--- config.mk ---
export PLATFORM = sky130hd
export DESIGN_NAME = pwm_capture_duty_frequency
export DESIGN_NICKNAME = d
export VERILOG_FILES = /design/src/rtl/core/pcdf_pkg.sv /design/src/rtl/core/pcdf_front.sv /design/src/rtl/core/pcdf_fifo.sv /design/src/rtl/core/pcdf_back.sv /design/src/rtl/core/pwm_capture_duty_frequency.sv
export SDC_FILE = /design/constraint.sdc
export NUM_CORES = 1
export LEC_CHECK = 0
export BUFFER_PORTS_ARGS = -buffer_cell sky130_fd_sc_hd__buf_4
export CAP_MARGIN = 20
export CORE_ASPECT_RATIO = 1.5
export CORE_MARGIN = 8
export CORE_UTILIZATION = 25
export DETAILED_ROUTE_END_ITERATION = 7
export PLACE_DENSITY = 0.49
export SYNTH_ARGS = -nofsm -noshare
export SYNTH_HDL_FRONTEND = slang
export SYNTH_SLANG_ARGS = --single-unit
--- constraint.sdc ---
create_clock -name clk -period 7.6 [get_ports clk]
set_clock_uncertainty 0.1 [all_clocks]
set_input_delay 0.76 -clock clk [delete_from_list [all_inputs] [get_ports clk]]
set_output_delay 0.76 -clock clk [all_outputs]
set_load 0.005 [all_outputs]
--- src/rtl/core/pcdf_pkg.sv ---
`timescale 1ns / 1ps

package pcdf_pkg;

  // Counter and arithmetic widths
  localparam int CNT_W      = 16;
  localparam int OUT_CNT_W  = 16;
  localparam int PRESCALE   = 8;
  localparam int PRE_W      = $clog2(PRESCALE + 1);
  localparam int DEN_W      = CNT_W + PRE_W;
  localparam int NUM_W      = 32;
  localparam int STEP_W     = $clog2(NUM_W);
  localparam int DUTY_W     = 8;
  localparam int PCT_SCALE  = 100;

  localparam logic [STEP_W-1:0] STEP_LAST = STEP_W'(NUM_W - 1);
  localparam logic [CNT_W-1:0]  CNT_MAX   = '1;

  // Codes reported while busy or for a zero period
  localparam logic [DUTY_W-1:0] DUTY_NONE = 8'hFF;
  localparam logic [NUM_W-1:0]  FREQ_NONE = '1;

  // Request queue between front and back
  localparam int QDEPTH = 4;
  localparam int QPTR_W = $clog2(QDEPTH);
  localparam int QCNT_W = $clog2(QDEPTH + 1);

  // Commands
  localparam logic CMD_TICK  = 1'b0;
  localparam logic CMD_START = 1'b1;

  // Configuration register indexes
  localparam int CFG_IDX_W = 1;
  localparam logic [CFG_IDX_W-1:0] CFG_ECHO_MODE = 1'd0;
  localparam logic [CFG_IDX_W-1:0] CFG_NUMERATOR = 1'd1;
  localparam logic [NUM_W-1:0]     NUMERATOR_RST = 32'd160000000;

  typedef struct packed {
    logic command;
    logic pin_level;
  } in_item_t;

  typedef struct packed {
    logic                 ready_res;
    logic [DUTY_W-1:0]    duty_percent;
    logic [NUM_W-1:0]     frequency;
    logic [OUT_CNT_W-1:0] high_counts;
    logic [OUT_CNT_W-1:0] period_counts;
  } out_item_t;

  // One classified request: state after the item, and whether it ends a capture
  typedef struct packed {
    logic             idle;
    logic             fin;
    logic [CNT_W-1:0] high;
    logic [CNT_W-1:0] period;
  } q_entry_t;

endpackage

--- src/rtl/core/pcdf_front.sv ---
`timescale 1ns / 1ps

module pcdf_front import pcdf_pkg::*; (
  input  logic     clk,
  input  logic     rst_n,
  input  logic     echo_mode,
  input  logic     in_valid,
  output logic     in_ready,
  input  in_item_t in_data,
  input  logic     q_full,
  output logic     q_push,
  output q_entry_t q_entry
);

  localparam logic [1:0] PH_IDLE  = 2'd0;
  localparam logic [1:0] PH_RISE1 = 2'd1;
  localparam logic [1:0] PH_FALL  = 2'd2;
  localparam logic [1:0] PH_RISE2 = 2'd3;

  logic [1:0]       phase_r, phase_nxt;
  logic [CNT_W-1:0] tick_r, tick_nxt;
  logic             prev_r, prev_nxt;
  logic [CNT_W-1:0] high_r, high_nxt;
  logic [CNT_W-1:0] period_r, period_nxt;
  logic [CNT_W-1:0] tick_inc;
  logic             rising, falling, fin;

  assign in_ready = !q_full;
  assign q_push   = in_valid && in_ready;

  assign rising   = in_data.pin_level && !prev_r;
  assign falling  = !in_data.pin_level && prev_r;
  // saturating tick count
  assign tick_inc = (tick_r != CNT_MAX) ? tick_r + 1'b1 : tick_r;

  // Capture sequencing per item
  always_comb begin
    phase_nxt  = phase_r;
    tick_nxt   = tick_r;
    prev_nxt   = prev_r;
    high_nxt   = high_r;
    period_nxt = period_r;
    fin        = 1'b0;
    if (in_data.command == CMD_START) begin
      if (phase_r == PH_IDLE) begin
        phase_nxt = PH_RISE1;
      end
    end else begin
      tick_nxt = tick_inc;
      prev_nxt = in_data.pin_level;
      case (phase_r)
        PH_RISE1: begin
          if (rising) begin
            tick_nxt  = '0;
            phase_nxt = PH_FALL;
          end
        end
        PH_FALL: begin
          if (falling) begin
            high_nxt = tick_inc;
            if (echo_mode) begin
              period_nxt = tick_inc;
              phase_nxt  = PH_IDLE;
              fin        = 1'b1;
            end else begin
              phase_nxt = PH_RISE2;
            end
          end
        end
        PH_RISE2: begin
          if (rising) begin
            period_nxt = tick_inc;
            phase_nxt  = PH_IDLE;
            fin        = 1'b1;
          end
        end
        default: begin
        end
      endcase
    end
  end

  always_comb begin
    q_entry.idle   = (phase_nxt == PH_IDLE);
    q_entry.fin    = fin;
    q_entry.high   = high_nxt;
    q_entry.period = period_nxt;
  end

  always_ff @(posedge clk) begin
    if (!rst_n) begin
      phase_r  <= PH_IDLE;
      tick_r   <= '0;
      prev_r   <= 1'b0;
      high_r   <= '0;
      period_r <= '0;
    end else if (q_push) begin
      phase_r  <= phase_nxt;
      tick_r   <= tick_nxt;
      prev_r   <= prev_nxt;
      high_r   <= high_nxt;
      period_r <= period_nxt;
    end
  end

endmodule

--- src/rtl/core/pcdf_fifo.sv ---
`timescale 1ns / 1ps

module pcdf_fifo import pcdf_pkg::*; (
  input  logic     clk,
  input  logic     rst_n,
  input  logic     push,
  input  q_entry_t wdata,
  input  logic     pop,
  output q_entry_t rdata,
  output logic     full,
  output logic     empty
);

  q_entry_t          mem [QDEPTH];
  logic [QPTR_W-1:0] wr_ptr_r, wr_ptr_nxt;
  logic [QPTR_W-1:0] rd_ptr_r, rd_ptr_nxt;
  logic [QCNT_W-1:0] cnt_r, cnt_nxt;

  assign full  = (cnt_r == QCNT_W'(QDEPTH));
  assign empty = (cnt_r == '0);
  assign rdata = mem[rd_ptr_r];

  // Pointer and fill count
  always_comb begin
    wr_ptr_nxt = push ? wr_ptr_r + 1'b1 : wr_ptr_r;
    rd_ptr_nxt = pop ? rd_ptr_r + 1'b1 : rd_ptr_r;
    cnt_nxt    = cnt_r;
    if (push && !pop) begin
      cnt_nxt = cnt_r + 1'b1;
    end else if (pop && !push) begin
      cnt_nxt = cnt_r - 1'b1;
    end
  end

  always_ff @(posedge clk) begin
    if (!rst_n) begin
      wr_ptr_r <= '0;
      rd_ptr_r <= '0;
      cnt_r    <= '0;
    end else begin
      wr_ptr_r <= wr_ptr_nxt;
      rd_ptr_r <= rd_ptr_nxt;
      cnt_r    <= cnt_nxt;
    end
  end

  always_ff @(posedge clk) begin
    if (push) begin
      mem[wr_ptr_r] <= wdata;
    end
  end

  a_cnt_bound: assert property (@(posedge clk) disable iff (!rst_n)
    cnt_r <= QCNT_W'(QDEPTH))
    else $error("queue count beyond depth");

  a_no_underflow: assert property (@(posedge clk) disable iff (!rst_n)
    pop |-> !empty)
    else $error("pop from empty queue");

  a_no_overflow: assert property (@(posedge clk) disable iff (!rst_n)
    push |-> !full)
    else $error("push into full queue");

endmodule

--- src/rtl/core/pcdf_back.sv ---
`timescale 1ns / 1ps

module pcdf_back import pcdf_pkg::*; (
  input  logic             clk,
  input  logic             rst_n,
  input  logic [NUM_W-1:0] numerator,
  input  logic             q_empty,
  input  q_entry_t         q_entry,
  output logic             q_pop,
  output logic             out_valid,
  input  logic             out_ready,
  output out_item_t        out_data
);

  localparam logic [1:0] S_IDLE = 2'd0;
  localparam logic [1:0] S_DIV  = 2'd1;
  localparam logic [1:0] S_DONE = 2'd2;

  logic [1:0]        state_r, state_nxt;
  logic [STEP_W-1:0] step_r, step_nxt;
  q_entry_t          ent_r, ent_nxt;
  logic [CNT_W-1:0]  drem_r, drem_nxt;
  logic [NUM_W-1:0]  dquo_r, dquo_nxt;
  logic [DEN_W-1:0]  frem_r, frem_nxt;
  logic [NUM_W-1:0]  fquo_r, fquo_nxt;
  logic [DEN_W-1:0]  fden_r, fden_nxt;
  logic [DUTY_W-1:0] duty_r, duty_nxt;
  logic [NUM_W-1:0]  freq_r, freq_nxt;
  logic              out_valid_r, out_valid_nxt;
  out_item_t         out_data_r, out_data_nxt;
  logic [CNT_W:0]    dtrial, dsub;
  logic [DEN_W:0]    ftrial, fsub;
  logic              dge, fge, out_free;

  function automatic out_item_t mk_out(q_entry_t e, logic [DUTY_W-1:0] duty,
                                       logic [NUM_W-1:0] freq);
    out_item_t o;
    o.ready_res     = e.idle;
    o.duty_percent  = e.idle ? duty : DUTY_NONE;
    o.frequency     = e.idle ? freq : FREQ_NONE;
    o.high_counts   = OUT_CNT_W'(e.high);
    o.period_counts = OUT_CNT_W'(e.period);
    return o;
  endfunction

  assign out_valid = out_valid_r;
  assign out_data  = out_data_r;
  assign out_free  = !out_valid_r || out_ready;

  // One restoring step of each divider: duty and frequency run side by side
  assign dtrial = {drem_r, dquo_r[NUM_W-1]};
  assign dsub   = dtrial - {1'b0, ent_r.period};
  assign dge    = (dtrial >= {1'b0, ent_r.period});
  assign ftrial = {frem_r, fquo_r[NUM_W-1]};
  assign fsub   = ftrial - {1'b0, fden_r};
  assign fge    = (ftrial >= {1'b0, fden_r});

  always_comb begin
    state_nxt     = state_r;
    step_nxt      = step_r;
    ent_nxt       = ent_r;
    drem_nxt      = drem_r;
    dquo_nxt      = dquo_r;
    frem_nxt      = frem_r;
    fquo_nxt      = fquo_r;
    fden_nxt      = fden_r;
    duty_nxt      = duty_r;
    freq_nxt      = freq_r;
    out_valid_nxt = out_valid_r && !out_ready;
    out_data_nxt  = out_data_r;
    q_pop         = 1'b0;
    case (state_r)
      S_IDLE: begin
        if (!q_empty) begin
          if (q_entry.fin && (q_entry.period != '0)) begin
            // capture done: load both dividers
            q_pop     = 1'b1;
            ent_nxt   = q_entry;
            drem_nxt  = '0;
            dquo_nxt  = NUM_W'(q_entry.high) * NUM_W'(PCT_SCALE);
            frem_nxt  = '0;
            fquo_nxt  = numerator;
            fden_nxt  = DEN_W'(q_entry.period) * DEN_W'(PRESCALE);
            step_nxt  = '0;
            state_nxt = S_DIV;
          end else if (out_free) begin
            q_pop = 1'b1;
            if (q_entry.fin) begin
              // zero period
              duty_nxt = DUTY_NONE;
              freq_nxt = FREQ_NONE;
            end
            out_valid_nxt = 1'b1;
            out_data_nxt  = mk_out(q_entry, duty_nxt, freq_nxt);
          end
        end
      end
      S_DIV: begin
        drem_nxt = dge ? dsub[CNT_W-1:0] : dtrial[CNT_W-1:0];
        dquo_nxt = {dquo_r[NUM_W-2:0], dge};
        frem_nxt = fge ? fsub[DEN_W-1:0] : ftrial[DEN_W-1:0];
        fquo_nxt = {fquo_r[NUM_W-2:0], fge};
        step_nxt = step_r + 1'b1;
        if (step_r == STEP_LAST) begin
          state_nxt = S_DONE;
        end
      end
      S_DONE: begin
        if (out_free) begin
          // duty saturates at its code range
          duty_nxt      = (dquo_r[NUM_W-1:DUTY_W] != '0) ? DUTY_NONE
                                                          : dquo_r[DUTY_W-1:0];
          freq_nxt      = fquo_r;
          out_valid_nxt = 1'b1;
          out_data_nxt  = mk_out(ent_r, duty_nxt, freq_nxt);
          state_nxt     = S_IDLE;
        end
      end
      default: begin
        state_nxt = S_IDLE;
      end
    endcase
  end

  always_ff @(posedge clk) begin
    if (!rst_n) begin
      state_r     <= S_IDLE;
      step_r      <= '0;
      duty_r      <= DUTY_NONE;
      freq_r      <= FREQ_NONE;
      out_valid_r <= 1'b0;
    end else begin
      state_r     <= state_nxt;
      step_r      <= step_nxt;
      duty_r      <= duty_nxt;
      freq_r      <= freq_nxt;
      out_valid_r <= out_valid_nxt;
    end
  end

  always_ff @(posedge clk) begin
    ent_r      <= ent_nxt;
    drem_r     <= drem_nxt;
    dquo_r     <= dquo_nxt;
    frem_r     <= frem_nxt;
    fquo_r     <= fquo_nxt;
    fden_r     <= fden_nxt;
    out_data_r <= out_data_nxt;
  end

  a_no_pop_in_div: assert property (@(posedge clk) disable iff (!rst_n)
    (state_r != S_IDLE) |-> !q_pop)
    else $error("queue popped while a division is in flight");

  a_busy_codes: assert property (@(posedge clk) disable iff (!rst_n)
    (out_valid_r && !out_data_r.ready_res) |->
      (out_data_r.duty_percent == DUTY_NONE && out_data_r.frequency == FREQ_NONE))
    else $error("busy result without busy codes");

endmodule

--- src/rtl/core/pwm_capture_duty_frequency.sv ---
// PWM input capture. Each request is a timer tick with the sampled pin level
// or a start command; each one returns exactly one result, in order. A start
// from idle arms the capture: the first rising edge clears the tick counter,
// the falling edge records the high time and, in normal mode, the next rising
// edge records the period (in echo mode the period is the high time). While a
// capture runs the result reports duty 255 and frequency all ones. Rate: one
// request per cycle, unless the queue is full, enters the 4-entry queue between
// the classifying front end and the back end; the back end retires an ordinary
// request once its output is free, but a request that completes a capture with
// a nonzero period holds its two restoring dividers (duty and frequency, one
// quotient bit per cycle each) until both are done. Configuration is a plain
// write port: index 0 is echo mode, index 1 the frequency numerator.
`timescale 1ns / 1ps

module pwm_capture_duty_frequency import pcdf_pkg::*; (
  input  logic                 clk,
  input  logic                 rst_n,
  input  logic                 in_valid,
  output logic                 in_ready,
  input  in_item_t             in_data,
  output logic                 out_valid,
  input  logic                 out_ready,
  output out_item_t            out_data,
  input  logic                 cfg_we,
  input  logic [CFG_IDX_W-1:0] cfg_index,
  input  logic [NUM_W-1:0]     cfg_wdata
);

  logic             echo_r, echo_nxt;
  logic [NUM_W-1:0] num_r, num_nxt;
  logic             q_push, q_pop, q_full, q_empty;
  q_entry_t         q_wdata, q_rdata;

  // Configuration registers
  always_comb begin
    echo_nxt = echo_r;
    num_nxt  = num_r;
    if (cfg_we) begin
      case (cfg_index)
        CFG_ECHO_MODE: echo_nxt = cfg_wdata[0];
        CFG_NUMERATOR: num_nxt  = cfg_wdata;
        default: begin
        end
      endcase
    end
  end

  always_ff @(posedge clk) begin
    if (!rst_n) begin
      echo_r <= 1'b0;
      num_r  <= NUMERATOR_RST;
    end else begin
      echo_r <= echo_nxt;
      num_r  <= num_nxt;
    end
  end

  pcdf_front u_front (
    .clk       (clk),
    .rst_n     (rst_n),
    .echo_mode (echo_r),
    .in_valid  (in_valid),
    .in_ready  (in_ready),
    .in_data   (in_data),
    .q_full    (q_full),
    .q_push    (q_push),
    .q_entry   (q_wdata)
  );

  pcdf_fifo u_fifo (
    .clk   (clk),
    .rst_n (rst_n),
    .push  (q_push),
    .wdata (q_wdata),
    .pop   (q_pop),
    .rdata (q_rdata),
    .full  (q_full),
    .empty (q_empty)
  );

  pcdf_back u_back (
    .clk       (clk),
    .rst_n     (rst_n),
    .numerator (num_r),
    .q_empty   (q_empty),
    .q_entry   (q_rdata),
    .q_pop     (q_pop),
    .out_valid (out_valid),
    .out_ready (out_ready),
    .out_data  (out_data)
  );

endmodule

* Word level (Yosys, flattened, before mapping)
Memories as Yosys holds them, arrays and structs flattened. A register that Yosys moved wholly into a read port is not among the register bits.
Index checks and enable logic that the tools add are counted.
** Storage, ports and cells
- ROM bits :: 0
- Memory bits (writable) :: 136
- Latch bits :: 0
- Bits in registers :: 345
- Memories :: 1
- Bits of input ports :: 40
** Operators by class
- $mul :: 1
- Mux-type cells :: 81
- Reductions and logical operators :: 31
- Shifts and indexed selects :: 0
- Divide/modulo/power cells :: 0
- Equal/unequal tests :: 14
- Bitwise operators :: 3
- $add $sub $neg :: 8
- $lt $le $gt $ge :: 2
** Memory list
- u_fifo.mem :: words 4, width 34, rd ports 1, clocked after memory_dff 1, write ports 1, RTL line pcdf_fifo.sv:14 : q_entry_t mem [QDEPTH];
** Operator list (number)
- $mux W32 :: 11
- $mux W73 :: 4
- $mux W16 :: 13
- $pmux W32 S2 :: 3
- $pmux W73 S2 :: 1
- $mux W8 :: 8
- $pmux W16 S2 :: 2
- $mux W20 :: 3
- $pmux W20 S2 :: 1
- $mux W2 :: 12
- $reduce_bool A24 Y1 :: 1
- $ge A21 B19 Y1 :: 1
- $mul A16 B5 Y21 const B :: 1
- $sub A20 B19 Y20 :: 1
- $ge A17 B16 Y1 :: 1
- $add A16 B1 Y16 const B :: 1
- $ne A16 B16 Y1 const B :: 1
- $pmux W8 S2 :: 1
- $reduce_bool A16 Y1 :: 1
- $sub A16 B16 Y16 :: 1
- $mux W1 :: 13
- $pmux W2 S3 :: 2
- $mux W5 :: 2
- $pmux W5 S2 :: 1
- other kinds (23) :: 54

* Depth between registers and ports, before layout
- Depth after elaboration :: 9
- Depth in mapped cells :: 17

* Hierarchy
Synthesis repeated with hierarchy kept, for this count alone.
** Second synthesis, totals
- Cell total of the unflattened synthesis :: 1945
- Area, all modules :: 22689.3 um2
** Modules (own cells, without submodules)
- pcdf_back :: times used 1, cells each 1200, area each 13086.3 um2
- pcdf_fifo :: times used 1, cells each 221, area each 5400.2 um2
- pcdf_front :: times used 1, cells each 375, area each 2760.1 um2
- pwm_capture_duty_frequency :: times used 1, cells each 149, area each 1442.6 um2

* Worst setup path after synthesis
Ideal clock, no wire load.
- Kind :: reg2reg
- Start point :: reg (tool-made name)
- End point :: reg u_back.out_data_r (netlist bit u_back.out_data[0]) (enable)
- Stages on the path, launching flop included :: 8
- Slack :: 1.630 ns
- Clock period less this slack :: 5.970 ns
- Path buffers :: 2
- Data arrival time :: 5.366 ns
- Data required time :: 6.995 ns
- Path through :: dfxtp_1 > clkbuf_1 > clkbuf_1 > mux4_2 > or4_4 > o41ai_4 > a21oi_1 > nor2_1
** RTL lines
- to (signal assigned) :: RTL line pcdf_back.sv:148 : out_data_r <= out_data_nxt;
- to (decl) :: RTL line pcdf_back.sv:30 : out_item_t out_data_r, out_data_nxt;

==> impl_metrics.tcl <==
set metrics [dict create \
    status "finished, final reports clean" \
    p_leak_uw 0.00943 \
    hold_class "input pin to flop" \
    cp_cell_sequence "mux4_2 > ha_1 > ha_1 > fa_1 > ha_1 > a21o_1 > a21oi_1 > o22ai_1 > o41ai_1 > o21ai_0 > or4b_2 > nand3_1" \
    cts_root_buf "clkbuf_16" \
    grt_antenna_before_repair 5 \
    max_slew_margin_pct 30.4 \
    synth-async-reset-ratio_pct 0 \
    instances_no_fill 3237 \
    num_rows 134 \
    synth.most_common_cell "nand2_1" \
    synth_fp_nets 2101 \
    finalSetupViolations 0 \
    grt_max_degree 62 \
    die_area_mm2 0.0994 \
    route.detailed.drc 0 \
    ys.warnings.count 0 \
    fin_nets 2186 \
    clock_latency_ns 0.58 \
    netlist_instances 1955 \
    final_hold_viol_count 0 \
    vias 14829 \
    post_cts_buffers 0 \
    start_util_pct 25.2 \
    fin_setup_tns_ns 0 \
    dieHeight_um 382 \
    synth_enable_flop_cells 342 \
    htreeDepth 2 \
    final.setup.worst_slack_ns 2.46 \
    rsz0062_at_grt "no" \
    grt_pass1_wl_mm 89.5 \
    syn_avg_cell_area_um2 11.4 \
    wire_per_inst_um 17.8 \
    crit_fanout 12 \
    path_clk_slew_ns 0.07 \
    grt-ovfl-total 0 \
    fin_crit_ns 5.14 \
    port_buffers 114 \
    cp.buffers_inverters 0 \
    cts.sinks 483 \
    yosys-top-cells-count "400 x nand2_1, 342 x edfxtp_1, 141 x dfxtp_1, 132 x o21ai_0, 121 x a21oi_1" \
    routed_wl_mm 57.6 \
    dpl_worst_slack_ns 2.51 \
    worstSetupEndpoint "u_back.dquo_r[20]" \
    slowest_stage "mux4_2" \
    synthFlopType "edfxtp_1" \
    ios 115 \
    synth-seq-cells 483 \
    ff2ff_setup_slack_ns 2.46 \
    gp_congestion 0.774 \
    tritoncts "done" \
    worst_setup_path_start_kind "flop" \
    avgViaCountPerCell 4.58 \
    synth_top_area_cell "edfxtp_1" \
    critPathCaptureType "flop" \
    synth.area.top_cells "edfxtp_1 46%, dfxtp_1 13%, nand2_1 6.7%" \
    cp_slowest_stage_delay_ns 0.63 \
    final_min_period_over_clock_period_pct 67.6 \
    drive_gt1_share_pct 14.2 \
    ctsResizeCount 0 \
    drt-initial-drc-count 877 \
    yosysUniqueCellTypes 76 \
    cts_max_path_buffers 3 \
    dieWidth_um 260 \
    grt_use_total_pct 11.3 \
    crit_required_ns 7.93 \
    design_area_mm2 0.0260 \
    core_mm2 0.0887 \
    dp_cells 3148 \
    cts_made_buffers 45 \
    worst_path_most_repeated_cell "ha_1" \
    drt-pass1-iter-count 5 \
    grt_pass1_vias 15237 \
    synth_area_mm2 0.0223 \
    cp.depth 12 \
    postRouteAntennaNets 0 \
    seq_area_frac_synth_pct 58.6 \
    pwr_density_cell_mw_per_mm2 443 \
    fmax_ghz 0.195 \
    syn2layout_area_growth_pct 16.3 \
    critPathKind "flop to flop" \
    vdd_ir_drop_max_uv 245 \
    holdBufCountCts 0 \
    r2r_cells 12 \
    dpl.hpwl_mm 41.5 \
    netlist.area_leader.share_pct 46.0 \
    maxCapViolCount 0 \
    finalMaxSlewViolations 0 \
    post_dp_cell_area_mm2 0.0244 \
    worst_slew_pin_slew_ns 1.04 \
    crit_arrival_ns 5.47 \
    r2r_end "u_back.dquo_r[20]" \
    path_delay_family "adder cells" \
]
## layer usage
layer	global-route usage [%]	wire (um)	vias up
met5	0	12	-
met1	13.2	24000	7224
met3	1.91	2460	76
met2	20.6	29700	271
met4	3.43	1460	2
li1	-	-	7256
## registers in the layout (all words and copies together), names as in the netlist, named ones only
register          count
u_fifo.mem          136
u_back.out_data      73
num_r                32
u_back.dquo_r        32
u_back.fquo_r        32
u_back.freq_r        32
u_back.frem_r        20
u_back.ent_r         17
u_back.drem_r        16
u_back.fden_r        16
u_front.high_r       16
u_front.period_r     16
u_front.tick_r       16
u_back.duty_r         8
u_back.step_r         5
u_fifo.cnt_r          3
u_back.state_r        2
u_fifo.rd_ptr_r       2
u_fifo.wr_ptr_r       2
u_front.phase_r       2
echo_r                1
u_back.out_valid      1
u_front.prev_r        1
## cell type report
class	count	area [um2]
tap	1156	1450
multi-input combinational	1284	8490
fill	8947	62700
inverter	88	333
timing repair buffer	138	1070
clock inverter	28	329
sequential	483	13100
clock buffer	56	1200
antenna	4	10.0
## cell usage in the layout (no fill, tap or decap), drive strengths merged, types with 10 or more instances in the layout
cell / n
edfxtp: 342
a211oi: 17
nor2: 87
o22a: 40
o22ai: 44
xnor2: 22
a21o: 17
nor4: 10
clkbuf: 56
clkinv: 18
nor3: 21
o21ai: 133
xor2: 22
fa: 14
nor2b: 13
nand2b: 14
nand3: 31
a31oi: 16
and2: 23
ha: 92
inv: 88
buf: 138
a21oi: 122
nand2: 400
dfxtp: 141
mux4: 34
## power by group
part | leakage [uW] | switching (uW) | internal [uW]
Combinational | 0.00439 | 3090 | 1970
Clock | 0.000740 | 1010 | 1340
Sequential | 0.00430 | 336 | 3750
Total | 0.00943 | 4440 | 7050
## per-stage QoR
stage	hold slack, ns	total power [uW]	utilization (%)
final	0.308	11500	29.3
after global routing	0.298	12400	29.3
after CTS	0.272	11700	29.2
after detailed placement	0.349	9250	27.5
after global placement	0.347	9160	27.5
after floorplan	0.337	7800	-
## worst min-delay path: stages
cell and delay (ns):
buf_4 0.08, nand2_1 0.04, nand3_1 0.07
## kinds of logic after synthesis
logic type	after synthesis	share of synthesized area (%)
and+or+nand+nor	647	12.7
buffers and inverters	188	3.51
xor gates and xnor gates	44	1.73
adders and majority gates	106	6.41
DFF	483	58.6
AOI/OAI and AO/OA	445	13.2
muxes	42	3.87
## how the worst min path moves through the flow
stage	slack, ns	start	depth (start not counted)	end
CTS	0.27	cfg_wdata[16]	3	num_r[16]
detailed placement	0.35	num_r[31]	2	num_r[31]
finish	0.31	cfg_wdata[16]	3	num_r[16]
global placement	0.35	u_front.period_r[2]	2	u_front.period_r[2]
floorplan	0.34	num_r[0]	2	num_r[0]
global route	0.30	cfg_wdata[14]	3	num_r[14]
Power figures use the tool's default switching activity.
